--- config.mk ---
export PLATFORM = sky130hd
export DESIGN_NAME = prd_ndc
export DESIGN_NICKNAME = d
export VERILOG_FILES = /design/src/hdl/prd_pkg.sv /design/src/hdl/prd_ndc.sv
export SDC_FILE = /design/constraint.sdc
export NUM_CORES = 1
export LEC_CHECK = 0
export BUFFER_PORTS_ARGS = -buffer_cell sky130_fd_sc_hd__buf_4
export CORE_MARGIN = 2
export CORE_UTILIZATION = 43
export CTS_BUF_LIST = sky130_fd_sc_hd__clkbuf_4
export CTS_CLUSTER_DIAMETER = 60
export DETAILED_ROUTE_END_ITERATION = 8
export HOLD_SLACK_MARGIN = 0.12
export PLACE_DENSITY = 0.59
export SYNTH_ARGS = -nofsm -noshare
export SYNTH_HDL_FRONTEND = slang
export SYNTH_SLANG_ARGS = --single-unit
--- constraint.sdc ---
create_clock -name clk_i -period 12.9 [get_ports clk_i]
set_input_delay 0.645 -clock clk_i [delete_from_list [all_inputs] [get_ports clk_i]]
set_output_delay 0.645 -clock clk_i [all_outputs]
set_load 0.005 [all_outputs]
--- src/hdl/prd_pkg.sv ---
// ----------------------------------------------------------------------------
// prd_pkg
// Shared widths, stage counts and helpers of the primary ray direction pipe.
// ----------------------------------------------------------------------------
package prd_pkg;

  localparam int CoordBits   = 12;
  localparam int NdcFrac     = 16;
  localparam int QuotBits    = CoordBits + NdcFrac + 1;      // pixel * 2^17 / size
  localparam int NdcBits     = QuotBits + 1;                 // signed NDC, Q.16
  localparam int NdcPerStage = 4;
  localparam int NdcStages   = (QuotBits + NdcPerStage - 1) / NdcPerStage;

  localparam int CoefBits    = 16;
  localparam int CoefFrac    = CoefBits - 4;
  localparam int RegBits     = 3 * CoefBits;
  localparam int VpBits      = 2 * CoordBits;
  localparam int ProdBits    = CoefBits + NdcBits;
  localparam int TBits       = 48;
  localparam int PosBits     = 6;

  localparam int NormBits    = 30;                           // max magnitude in [2^29, 2^30)
  localparam int SqBits      = 2 * NormBits + 2;
  localparam int RootBits    = SqBits / 2;
  localparam int SqPerStage  = 2;
  localparam int SqStages    = (RootBits + SqPerStage - 1) / SqPerStage;

  localparam int DirFrac     = 14;
  localparam int QBits       = DirFrac + 1;
  localparam int DivPerStage = 2;
  localparam int DivStages   = (QBits + DivPerStage - 1) / DivPerStage;
  localparam int DirBits     = 16;
  localparam int MulBits     = CoefBits + DirBits;
  localparam int AccBits     = MulBits + 1;

  // ndc divider, square root, divider, fixed arithmetic and output stages
  localparam int Latency     = NdcStages + SqStages + DivStages + 12;
  localparam int SideDepth   = SqStages + DivStages + 8;
  localparam int NormDepth   = SqStages + 3;

  typedef enum logic [2:0] {
    REG_VIEWPORT = 3'd0,
    REG_PROJ_X   = 3'd1,
    REG_PROJ_Y   = 3'd2,
    REG_PROJ_Z   = 3'd3,
    REG_PROJ_W   = 3'd4,
    REG_VIEW_X   = 3'd5,
    REG_VIEW_Y   = 3'd6,
    REG_VIEW_Z   = 3'd7
  } reg_idx_e;

  typedef struct packed {
    logic [2:0] neg;
    logic       deg;
  } side_t;

  function automatic logic signed [CoefBits-1:0] coef(input logic [RegBits-1:0] r,
                                                     input int unsigned k);
    return r[k*CoefBits +: CoefBits];
  endfunction

endpackage

--- src/hdl/prd_ndc.sv ---
// ----------------------------------------------------------------------------
// prd_ndc
// Pipelined restoring divider: ndc = floor(pixel * 2^17 / size) - 2^16.
// ----------------------------------------------------------------------------
module prd_ndc (
  input  logic                                clk_i,
  input  logic [prd_pkg::CoordBits-1:0]       pix_i,
  input  logic [prd_pkg::CoordBits-1:0]       size_i,
  output logic signed [prd_pkg::NdcBits-1:0]  ndc_o
);

  logic [prd_pkg::CoordBits-1:0] rem_in [prd_pkg::NdcStages];
  logic [prd_pkg::QuotBits-1:0]  nq_in  [prd_pkg::NdcStages];
  logic [prd_pkg::CoordBits-1:0] rem_d  [prd_pkg::NdcStages];
  logic [prd_pkg::QuotBits-1:0]  nq_d   [prd_pkg::NdcStages];
  logic [prd_pkg::CoordBits-1:0] rem_q  [prd_pkg::NdcStages];
  logic [prd_pkg::QuotBits-1:0]  nq_q   [prd_pkg::NdcStages];

  for (genvar s = 0; s < prd_pkg::NdcStages; s++) begin : g_stage
    if (s == 0) begin : g_first
      assign rem_in[s] = '0;
      assign nq_in[s]  = {pix_i, {(prd_pkg::NdcFrac + 1){1'b0}}};
    end else begin : g_next
      assign rem_in[s] = rem_q[s-1];
      assign nq_in[s]  = nq_q[s-1];
    end

    // dividend bits shift out of the top while quotient bits fill the bottom
    always_comb begin
      logic [prd_pkg::CoordBits:0]   r;
      logic [prd_pkg::CoordBits-1:0] rem;
      logic [prd_pkg::QuotBits-1:0]  nq;
      rem = rem_in[s];
      nq  = nq_in[s];
      r   = '0;
      for (int j = 0; j < prd_pkg::NdcPerStage; j++) begin
        if (s * prd_pkg::NdcPerStage + j < prd_pkg::QuotBits) begin
          r  = {rem, nq[prd_pkg::QuotBits-1]};
          nq = {nq[prd_pkg::QuotBits-2:0], 1'b0};
          if (r >= {1'b0, size_i}) begin
            r     = r - {1'b0, size_i};
            nq[0] = 1'b1;
          end
          rem = r[prd_pkg::CoordBits-1:0];
        end
      end
      rem_d[s] = rem;
      nq_d[s]  = nq;
    end

    always_ff @(posedge clk_i) begin
      rem_q[s] <= rem_d[s];
      nq_q[s]  <= nq_d[s];
    end
  end

  assign ndc_o = signed'({1'b0, nq_q[prd_pkg::NdcStages-1]}
                         - prd_pkg::NdcBits'(1 << prd_pkg::NdcFrac));

endmodule

Yosys cells after proc, flatten, opt, wreduce, memory -nomap -nowiden
Memory sizes are Yosys's and may differ from the RTL's.
Cells that the tools add are included.
Storage, ports and cells
  register bits after elaboration: 0
  bits in writable memories: 328
  bits of input ports: 25
  output and inout port bits: 30
  word-level logic and storage cells: 119
  memories: 2
Cells by class
  add/sub/neg operators: 30
  $lt $le $gt $ge: 29
  multiplexer cells: 58
Memories
  nq_q: words 8, bits a word 29, read ports 8, clocked after memory_dff 0, wr ports 8, line prd_ndc.sv:17  | logic [prd_pkg::QuotBits-1:0] nq_q [prd_pkg::NdcStages];
  rem_q: words 8, bits a word 12, read ports 7, clocked after memory_dff 0, wr ports 8, line prd_ndc.sv:16  | logic [prd_pkg::CoordBits-1:0] rem_q [prd_pkg::NdcStages];
Operators by type and width (number)
  $ge 13x12->1: 28
  $mux 12: 29
  $sub 12x12->12: 28
  $sub 29x17->30 const B: 1
  $mux 1: 29
  $ge 1x12->1: 1
  $sub 1x12->12: 1

Depth between registers and ports, before layout
An unclocked memory read counts as a cell.
  word-level depth: 9
  mapped depth: 49
  gate-level depth less buffers: 42

Least setup slack after synthesis
Ideal clock, no wire load.
  path type: input -> register
  start: input port size_i[1] in the netlist's numbering
  end: memory rem_q[1][10] in the netlist's numbering
  library setup time: 0.121 ns
  data arrival time: 10.888 ns
  required time: 12.779 ns
  setup slack: 1.891 ns
  stages on the path: 44
  path buffers: 6
  cells stage by stage: clkbuf_1 -> inv_1 -> ha_1 -> nor2b_1 -> o31a_1 -> o211ai_1 -> and2_1 -> buf_2 -> clkinv_1 -> clkbuf_1 -> o21ai_0 -> inv_1 -> ha_1 -> nor2b_1 -> o31a_1 -> o31ai_1 -> a21oi_1 -> o21ai_0 -> [... 8 more ...] -> o21ai_0 -> a21oi_1 -> o32a_1 -> a221oi_2 -> clkbuf_1 -> nand2_1 -> o21ai_0 -> ha_1 -> nor2b_1 -> o21ai_0 -> a21oi_1 -> o41ai_1 -> o21ai_0 -> o21ai_0 -> a21boi_0 -> nor4_2 -> buf_4 -> mux2_2
RTL lines
  from (decl): line prd_ndc.sv:8  | input logic [prd_pkg::CoordBits-1:0] size_i,
  to (decl): line prd_ndc.sv:16

==> results.toml <==
[die]
fp.coreArea_um2 = 52700
start_util_pct = 43.6
ios = 55
row_count = 84
die_w_um = 235
dieArea_um2 = 55200
dieHeight_um = 235

[clocking]
cts_tree = "yes"
clk_pin_slew_ps = 70
numClockSinks = 237
clk_latency_ps = 850
clock_path_buffers = 3
h-tree-depth = 3
cts_buffers = 68
root_buffer = "clkbuf_4"

[sta]
rsz0062_at_grt = "no"
fmax_mhz = 91.2
timing.hold.ws_ps = 313
hold_viol = 0
tightest_slew_ps = 815
relSlewSlack_pct = 45.5
layout_setup_ws_ps = 1940
fin_crit_ps = 10960
final-max-slew-violation-count = 0
tns_ps = 0
finalCritPeriodShare_pct = 85.0
skew_ps = 55.7
setup_viol = 0

[route]
wl_per_cell_um = 18.6
top_layer_used = "met4"
wirelength_met1_um = 29500
wl_met2_um = 31200
drc_errors = 0
route.vias.total = 20539
ant_nets = 0
routed_wl_um = 66000
drtIter0Drc = 1244
met3_length_um = 2790
first_pass_iters = 8
avgViaCountPerCell = 5.80

[logic_synthesis]
syn_area_um2 = 22900
ys_ff_latch = 237
synth-async-reset-ratio_pct = 0
ys_seq_area_share_pct = 20.7
synthDistinctLibCells = 92
synth_nets = 3065
ys_warn_count = 0
syn_avg_cell_area_um2 = 8.50
synth_flop_cell = "dfxtp_1"
syn-instance-count = 2699
synth_edf_count = 0

[layout]
layout_commonest_cell = "ha_1"
area_growth_pct = 9.21
final_area_um2 = 25000
layout-drive-gt1-share_pct = 14.4
layout.nets = 3164
layout_common_cells = "ha_1 (326), dfxtp_1 (237), nor2_1 (214), a21oi_1 (200), mux2_2 (163)"

[critical_path]
r2r_end = "rem_q[1][7]"
critPathKind = "in -> reg"
r2r_setup_slack_ps = 2070
crit_arrival_ps = 11630
cp-startpoint = "size_i[1]"
critPathCapture = "rem_q[3][9]"
r2r_cells = 38
cp_common_cell = "o21ai_0"
crit_path_top_delay_cell = "o211a_1"
end_kind = "flip-flop"
slowest_delay_ps = 650
crit_fanout = 22
startpoint_type = "primary input"
worst_r2r_startpoint = "rem_q[0][7]"
crit_required_ps = 13570

[global_routing]
first_global_vias = 19987
antenna_found_initial = 2
grt_max_degree = 34
grt_remaining_overflow = 0
grt_usage_pct = 23.4
grt_pass1_wl_um = 105000

[min_path]
hold_class = "reg -> reg"
hold_path_depth = 0
hp-start = "nq_q[0][60]"

[outcome]
status = "finished, final reports clean"

[placed_design]
io_buffers = 54
globalplace.congestion = 0.915
dpl.hpwl_um = 49800
dpl_worst_slack_ps = 1180
place_area_um2 = 24100

[run]
max-cap-violations = 0
[flip-flops by register name (all words and copies together), names as in the netlist]
| name | flops |
|---|---|
| nq_q | 153 |
| rem_q | 84 |
[kinds of logic (layout without fill, tap and decap cells)]
group	Yosys count	in the layout	share of synthesized area, %
flip-flops	237	237	20.7
buffers and inverters	201	350	3.77
adder cells (fa/ha/maj)	341	341	19.1
AND/OR/NAND/NOR	749	749	16.3
multiplexers	212	212	10.4
XOR/XNOR	219	219	8.36
other	0	4	0
AO/OA/AOI/OAI	740	740	21.4
[through the flow]
step | utilization (%) | std cells
CTS | 47.5 | 3536
finish | 47.6 | 3540
global placement | 45.8 | 3407
detailed placement | 45.8 | 3407
floorplan | - | 2699
global route | 47.6 | 3540
[repair_timing]
action,CTS,global route
hold endpoints to repair,9,0
hold buffers,9,0
setup buffers,0,0
gates resized for setup,0,0
[cell usage after synthesis, drive strengths merged (21+ instances only)]
cell type | n | area [um2]
or3 | 24 | 150
o21a | 52 | 390
o21bai | 26 | 199
a211oi | 23 | 173
buf | 36 | 245
a21o | 93 | 698
dfxtp | 237 | 4740
ha | 326 | 4080
mux2 | 184 | 2090
nor3 | 72 | 360
xor2 | 87 | 762
nor2b | 49 | 307
nand4 | 51 | 319
xnor2 | 132 | 1160
o21ai | 165 | 841
mux2i | 28 | 280
nand2b | 36 | 225
nor2 | 217 | 830
and2 | 24 | 153
o31ai | 21 | 158
nand3 | 54 | 270
clkbuf | 29 | 109
inv | 134 | 503
nand2 | 137 | 514
a21oi | 202 | 1020
[critical path: cells and delay by family]
family          cells  cell delay [ps]
compound gates     18             4710
mux                 2              730
buf+inv             5             1210
simple gates       10             2900
fa+ha+maj           4             1350
[area by class of cell]
cell class | count | area [um2]
fill | 5127 | 27600
multi-input combinational | 2261 | 17300
sequential | 237 | 4740
tap | 688 | 861
timing repair buffer | 94 | 741
clock buffer | 90 | 676
inverter | 136 | 510
clock inverter | 30 | 173
antenna | 4 | 10.0
[layer usage]
layer  up-vias  GRT usage (%)
met1      9692           29.6
met2       510           39.9
met3       137           3.24
met5         -              0
met4         0           9.53
li1      10200              -
[how the worst min path moves through the flow]
stage                               to
after floorplan           nq_q[0][100]
after global placement    nq_q[1][108]
after detailed placement   nq_q[1][63]
after CTS                  nq_q[0][93]
after global routing       nq_q[0][93]
final                      nq_q[0][93]
Power is left out: the tool's default activity adds up to more than one toggle a clock period on the data nets, which glitch-free logic cannot reach.
