--- config.mk ---
export PLATFORM = sky130hd
export DESIGN_NAME = prd_isqrt
export DESIGN_NICKNAME = d
export VERILOG_FILES = /design/src/hdl/prd_pkg.sv /design/src/hdl/prd_isqrt.sv
export SDC_FILE = /design/constraint.sdc
export NUM_CORES = 2
export LEC_CHECK = 0
export ABC_CLOCK_PERIOD_IN_PS = 19200
export BUFFER_PORTS_ARGS = -buffer_cell sky130_fd_sc_hd__buf_2
export CORE_UTILIZATION = 50
export CTS_BUF_LIST = sky130_fd_sc_hd__clkbuf_4
export DETAILED_ROUTE_END_ITERATION = 7
export HOLD_SLACK_MARGIN = 0.03
export PLACE_DENSITY = 0.72
export SYNTH_ARGS = -nofsm -noshare
export SYNTH_HDL_FRONTEND = slang
export SYNTH_SLANG_ARGS = --single-unit
--- constraint.sdc ---
create_clock -name clk_i -period 19.2 [get_ports clk_i]
set_clock_uncertainty 0.05 [all_clocks]
set_input_delay 2.88 -clock clk_i [delete_from_list [all_inputs] [get_ports clk_i]]
set_output_delay 2.88 -clock clk_i [all_outputs]
set_load 0.01 [all_outputs]
--- src/hdl/prd_pkg.sv ---
// ----------------------------------------------------------------------------
// prd_pkg
// Shared widths, stage counts and helpers of the primary ray direction pipe.
// ----------------------------------------------------------------------------
package prd_pkg;

  localparam int CoordBits   = 12;
  localparam int NdcFrac     = 16;
  localparam int QuotBits    = CoordBits + NdcFrac + 1;      // pixel * 2^17 / size
  localparam int NdcBits     = QuotBits + 1;                 // signed NDC, Q.16
  localparam int NdcPerStage = 4;
  localparam int NdcStages   = (QuotBits + NdcPerStage - 1) / NdcPerStage;

  localparam int CoefBits    = 16;
  localparam int CoefFrac    = CoefBits - 4;
  localparam int RegBits     = 3 * CoefBits;
  localparam int VpBits      = 2 * CoordBits;
  localparam int ProdBits    = CoefBits + NdcBits;
  localparam int TBits       = 48;
  localparam int PosBits     = 6;

  localparam int NormBits    = 30;                           // max magnitude in [2^29, 2^30)
  localparam int SqBits      = 2 * NormBits + 2;
  localparam int RootBits    = SqBits / 2;
  localparam int SqPerStage  = 2;
  localparam int SqStages    = (RootBits + SqPerStage - 1) / SqPerStage;

  localparam int DirFrac     = 14;
  localparam int QBits       = DirFrac + 1;
  localparam int DivPerStage = 2;
  localparam int DivStages   = (QBits + DivPerStage - 1) / DivPerStage;
  localparam int DirBits     = 16;
  localparam int MulBits     = CoefBits + DirBits;
  localparam int AccBits     = MulBits + 1;

  // ndc divider, square root, divider, fixed arithmetic and output stages
  localparam int Latency     = NdcStages + SqStages + DivStages + 12;
  localparam int SideDepth   = SqStages + DivStages + 8;
  localparam int NormDepth   = SqStages + 3;

  typedef enum logic [2:0] {
    REG_VIEWPORT = 3'd0,
    REG_PROJ_X   = 3'd1,
    REG_PROJ_Y   = 3'd2,
    REG_PROJ_Z   = 3'd3,
    REG_PROJ_W   = 3'd4,
    REG_VIEW_X   = 3'd5,
    REG_VIEW_Y   = 3'd6,
    REG_VIEW_Z   = 3'd7
  } reg_idx_e;

  typedef struct packed {
    logic [2:0] neg;
    logic       deg;
  } side_t;

  function automatic logic signed [CoefBits-1:0] coef(input logic [RegBits-1:0] r,
                                                     input int unsigned k);
    return r[k*CoefBits +: CoefBits];
  endfunction

endpackage

--- src/hdl/prd_isqrt.sv ---
// ----------------------------------------------------------------------------
// prd_isqrt
// Pipelined digit-by-digit integer square root, two root bits per stage.
// ----------------------------------------------------------------------------
module prd_isqrt (
  input  logic                          clk_i,
  input  logic [prd_pkg::SqBits-1:0]    rad_i,
  output logic [prd_pkg::RootBits-1:0]  root_o
);

  localparam int RemBits = prd_pkg::RootBits + 2;

  logic [RemBits-1:0]           rem_in  [prd_pkg::SqStages];
  logic [prd_pkg::RootBits-1:0] root_in [prd_pkg::SqStages];
  logic [prd_pkg::SqBits-1:0]   rad_in  [prd_pkg::SqStages];
  logic [RemBits-1:0]           rem_d   [prd_pkg::SqStages];
  logic [prd_pkg::RootBits-1:0] root_d  [prd_pkg::SqStages];
  logic [prd_pkg::SqBits-1:0]   rad_d   [prd_pkg::SqStages];
  logic [RemBits-1:0]           rem_q   [prd_pkg::SqStages];
  logic [prd_pkg::RootBits-1:0] root_q  [prd_pkg::SqStages];
  logic [prd_pkg::SqBits-1:0]   rad_q   [prd_pkg::SqStages];

  for (genvar s = 0; s < prd_pkg::SqStages; s++) begin : g_stage
    if (s == 0) begin : g_first
      assign rem_in[s]  = '0;
      assign root_in[s] = '0;
      assign rad_in[s]  = rad_i;
    end else begin : g_next
      assign rem_in[s]  = rem_q[s-1];
      assign root_in[s] = root_q[s-1];
      assign rad_in[s]  = rad_q[s-1];
    end

    always_comb begin
      logic [RemBits+1:0]           r;
      logic [RemBits+1:0]           trial;
      logic [RemBits-1:0]           rem;
      logic [prd_pkg::RootBits-1:0] root;
      logic [prd_pkg::SqBits-1:0]   rad;
      rem   = rem_in[s];
      root  = root_in[s];
      rad   = rad_in[s];
      r     = '0;
      trial = '0;
      for (int j = 0; j < prd_pkg::SqPerStage; j++) begin
        if (s * prd_pkg::SqPerStage + j < prd_pkg::RootBits) begin
          r     = {rem, rad[prd_pkg::SqBits-1 -: 2]};
          rad   = {rad[prd_pkg::SqBits-3:0], 2'b00};
          trial = {2'b00, root, 2'b01};
          if (r >= trial) begin
            r    = r - trial;
            root = {root[prd_pkg::RootBits-2:0], 1'b1};
          end else begin
            root = {root[prd_pkg::RootBits-2:0], 1'b0};
          end
          rem = r[RemBits-1:0];
        end
      end
      rem_d[s]  = rem;
      root_d[s] = root;
      rad_d[s]  = rad;
    end

    always_ff @(posedge clk_i) begin
      rem_q[s]  <= rem_d[s];
      root_q[s] <= root_d[s];
      rad_q[s]  <= rad_d[s];
    end
  end

  assign root_o = root_q[prd_pkg::SqStages-1];

endmodule

# Word-level counts from Yosys, hierarchy flattened
# Memory sizes are Yosys's and may differ from the RTL's.
# Cells that the tools add are included.
[word_totals]
regBits = 0
ramBits = 1984
in_bits = 63
elab_cells = 127
mem_count = 3
[memory_table]
columns = ["memory", "words", "word_bits", "read_ports", "rd_ports_with_merged_regs", "write_ports", "line_no", "source"]
rows = [
  ["rad_q", 16, 60, 15, 0, 16, "prd_isqrt.sv:21", "logic [prd_pkg::SqBits-1:0] rad_q [prd_pkg::SqStages];"],
  ["rem_q", 16, 33, 15, 0, 16, "prd_isqrt.sv:19", "logic [RemBits-1:0] rem_q [prd_pkg::SqStages];"],
  ["root_q", 16, 31, 16, 0, 16, "prd_isqrt.sv:20", "logic [prd_pkg::RootBits-1:0] root_q [prd_pkg::SqStages];"],
]
[op_classes]
addsub = 31
magnitude_cmp = 31
muxes = 62
[op_table]
columns = ["op", "n"]
rows = [
  ["$mux W33", 31],
  ["$ge A35 B33 Y1", 29],
  ["$sub A33 B33 Y33", 29],
  ["$ge A35 B3 Y1", 1],
  ["$sub A33 B3 Y33", 1],
  ["$mux W1", 31],
  ["$sub A2 B1 Y3 const B", 1],
  ["$ge A2 B1 Y1 const B", 1],
]

# Depth between registers and ports, before layout
# An unclocked memory read counts as a cell.
[logic_depth]
word_depth = 5
mapped_depth = 29

# Worst setup path before layout
# Ideal clock, no wire load.
[synth_timing]
path_kind = "flip-flop to flip-flop"
startpoint = "memory root_q[1][181] in the netlist's numbering"
endpoint = "memory rem_q[1][199] in the netlist's numbering"
arrival_ns = 5.911
path_slack_ns = 13.110
path_stages_with_launch = 29
synth_period_minus_slack_ns = 6.090
cell_sequence = "dfxtp_1 inv_1 ha_1 clkbuf_1 a21o_1 a2111oi_0 a21boi_0 o211ai_1 or3_1 buf_2 inv_2 clkbuf_1 buf_1 nand2_1 o21ai_0 ha_1 a21o_1 a21o_1 a21oi_1 nand2_1 a21oi_1 a21oi_1 o41ai_1 o21ai_0 a221o_1 nor3_1 buf_2 buf_1 o21ai_0"
[synth_lines]
columns = ["element", "line_no"]
rows = [
  ["start, declared", "prd_isqrt.sv:20"],
  ["end, declared", "prd_isqrt.sv:19"],
]

==> flow_summary.yaml <==
drt:
  wl_mm: 179
  remaining_drc_errors: 0
  vias: 57000
  viasPerCell: 5.78
  drtPass1Iterations: 8
  dr.first_iter.drc_count: 4408
  route.antenna.remaining_nets: 0
  wire_per_inst_um: 18.1
timing:
  fin_setup_tns_ns: 0
  finalHoldViolations: 0
  worst_hold_slack_ns: 0.231
  setup_violations: 0
  max_freq_mhz: 127
  worst_slew_pin_slew_ns: 1.18
  drv_slew: 0
  fin_ws_ns: 11.34
  rsz0062_at_grt: "false"
  period_share_pct: 40.9
  relSlewSlack_pct: 21.0
  fin_crit_ns: 7.86
final_layout:
  layout.nets: 8497
  drive_gt1_share_pct: 9.63
  syn2layout_area_growth_pct: 8.91
  fin_util_pct: 55.1
yosys:
  synth_top_area_share_pct: 36.3
  yosysMostFrequentCell: "dfxtp_1"
  synthFlopType: "dfxtp_1"
  syn_inst: 7686
  synth_area_leaders: "dfxtp_1, ha_1, xnor2_1"
  syn_area_sq_um: 65800
  yosysWarningCount: 0
  synth-seq-cells: 1194
  synth.avg_cell_area_sq_um: 8.56
  post_synth_num_cell_types: 103
  synth_top_area_cell: "dfxtp_1"
  synth_edf_count: 0
  yosysSeqAreaShare_pct: 36.3
  async_flop_share_pct: 0
  synth_common_cells: "dfxtp_1, nand2_1, a21oi_1"
cts:
  clock_latency_ns: 1.28
  cts_setup_buffers: 0
  cts_tree: "built"
  hold_buffers: 0
  clock_sinks: 1194
  clockBufferDepth: 4
  cts_resized: 0
  cts-root-buf: "clkbuf_4"
  htreeDepth: 5
  numCtsBuffers: 321
  clk_pin_slew_ns: 0.09
power:
  total_power_mw: 8.35
  ir_drop_mv: 0.0761
  p_per_area_nw_per_um2: 117
  power.leakage_nw: 33.1
setup_path:
  crit_arrival_ns: 8.93
  rr_endpoint: "rem_q[1][156]$_DFF_P_"
  crit_required_ns: 20.27
  crit_fanout: 49
  reg2reg_slack_ns: 11.34
  startpoint_type: "flip-flop"
  r2r_cells: 22
  critPathCaptureType: "flip-flop"
  worst-setup-path-type: "reg2reg"
  rr_startpoint: "root_q[1][112]$_DFF_P_"
global_route:
  grt_pass1_wl_mm: 282
  overflow: 0
  grt_pass1_vias: 54600
  antenna_found_initial: 7
  grt_max_degree: 58
  track_usage_pct: 26.3
floorplanning:
  core_sq_um: 130000
  initial_core_util_pct: 50.6
  fp-row-count: 132
  die_y_um: 365
  die_w_um: 365
  io_pins: 94
  dieArea_sq_um: 133000
min_path:
  hold_path_startpoint: "rad_q[0][295]$_DFF_P_"
  hold_path_depth: 0
  min_path_type: "reg2reg"
  hold_end: "rad_q[0][359]$_DFF_P_"
place:
  gp_congestion: 0.970
  dpl.hpwl_mm: 139
  port_buffers: 93
  place_ws_ns: 11.59
run:
  drv_cap: 0
outcome:
  outcome: "complete, no violations"
## state kept, by name (all words and copies together) (netlist names)
signal	cells
rem_q	473
rad_q	450
root_q	271
## worst max path at each step
stage | depth (start not counted) | slack [ns] | endpoint | from
final | 22 | 11.34 | rem_q[1][156]$_DFF_P_ | root_q[1][112]$_DFF_P_
after global placement | 23 | 11.52 | rem_q[1][156]$_DFF_P_ | root_q[1][93]$_DFF_P_
after global routing | 23 | 10.99 | rem_q[1][156]$_DFF_P_ | root_q[1][93]$_DFF_P_
after CTS | 22 | 11.53 | rem_q[1][156]$_DFF_P_ | root_q[1][112]$_DFF_P_
after detailed placement | 23 | 11.59 | rem_q[1][156]$_DFF_P_ | root_q[1][93]$_DFF_P_
after floorplan | 28 | 13.11 | rem_q[1][199]$_DFF_P_ | root_q[1][181]$_DFF_P_
## metrics by stage
step                instances  area, sq um
detailed placement       9328        67700
global placement         9328        67700
CTS                      9854        71600
finish                   9864        71600
global route             9863        71600
floorplan                7688        65800
## metal layers
| layer | global-route usage, % | share of wire [%] | routed length (um) | up-vias |
|---|---|---|---|---|
| met4 | 12.3 | 4.2 | 7500 | 0 |
| li1 | - | - | - | 28000 |
| met1 | 32.6 | 43 | 77200 | 26700 |
| met3 | 4.46 | 5.8 | 10500 | 429 |
| met5 | 0 | 0 | 0 | - |
| met2 | 44.1 | 47 | 83900 | 1815 |
## layout by cell type (no fill, tap or decap), drive strengths merged, types with 42 or more instances in the layout
cell type	n
dfxtp	1194
mux2	89
clkbuf	439
nand2	636
o21bai	55
a21oi	625
xor2	256
o21a	87
ha	525
or4	51
nor3	168
inv	447
nor2	591
o21ai	437
o211ai	42
and2	61
nand3	181
buf	114
clkinv	74
a21o	259
nand2b	99
or3	82
o31ai	45
a31oi	69
and3	68
nor4	117
nand4	120
xnor2	488
a211oi	73
nor2b	81
## critical path, cell delays in order, from the launching register on
cell,delay (ns)
dfxtp_1,0.46
inv_1,0.14
ha_1,0.43
nand4_1,0.19
or4b_2,0.75
a2111oi_2,0.71
or3_1,0.22
buf_4,0.40
nor2_1,0.08
a21oi_1,0.20
ha_1,0.32
a21oi_1,0.24
o211ai_1,0.15
a221o_1,0.34
or3_1,0.35
o21bai_1,0.44
o31a_1,0.31
o21a_1,0.18
nor4b_1,0.44
and4b_1,0.25
buf_4,0.43
inv_1,0.27
mux2_2,0.32
## cell families (layout without fill, tap and decap cells)
group,Yosys count,count (layout),share of synthesized area [%]
AOI/OAI and AO/OA,1979,1979,19.0
DFF,1194,1194,36.3
xor gates and xnor gates,744,744,9.91
buffers and inverters,659,1083,3.85
adders and majority gates,525,525,9.99
other,1,13,0.00570
muxes,115,115,1.94
and+or+nand+nor,2469,2469,19.0
## area by class of cell
cell class                 instances  area (sq um)
tap                             1742          2180
sequential                      1194         23900
clock buffer                     439          3300
timing repair buffer             114           623
fill                           12100         58300
clock inverter                    87           572
antenna                           10          25.0
inverter                         443          1660
multi-input combinational       5835         39400
## report_power, final
group	total, mW	switching (mW)	internal [mW]
clock network	2.17	1.01	1.16
logic	2.86	1.70	1.16
registers	3.32	0.412	2.91
(Power assumes the default switching activity.)
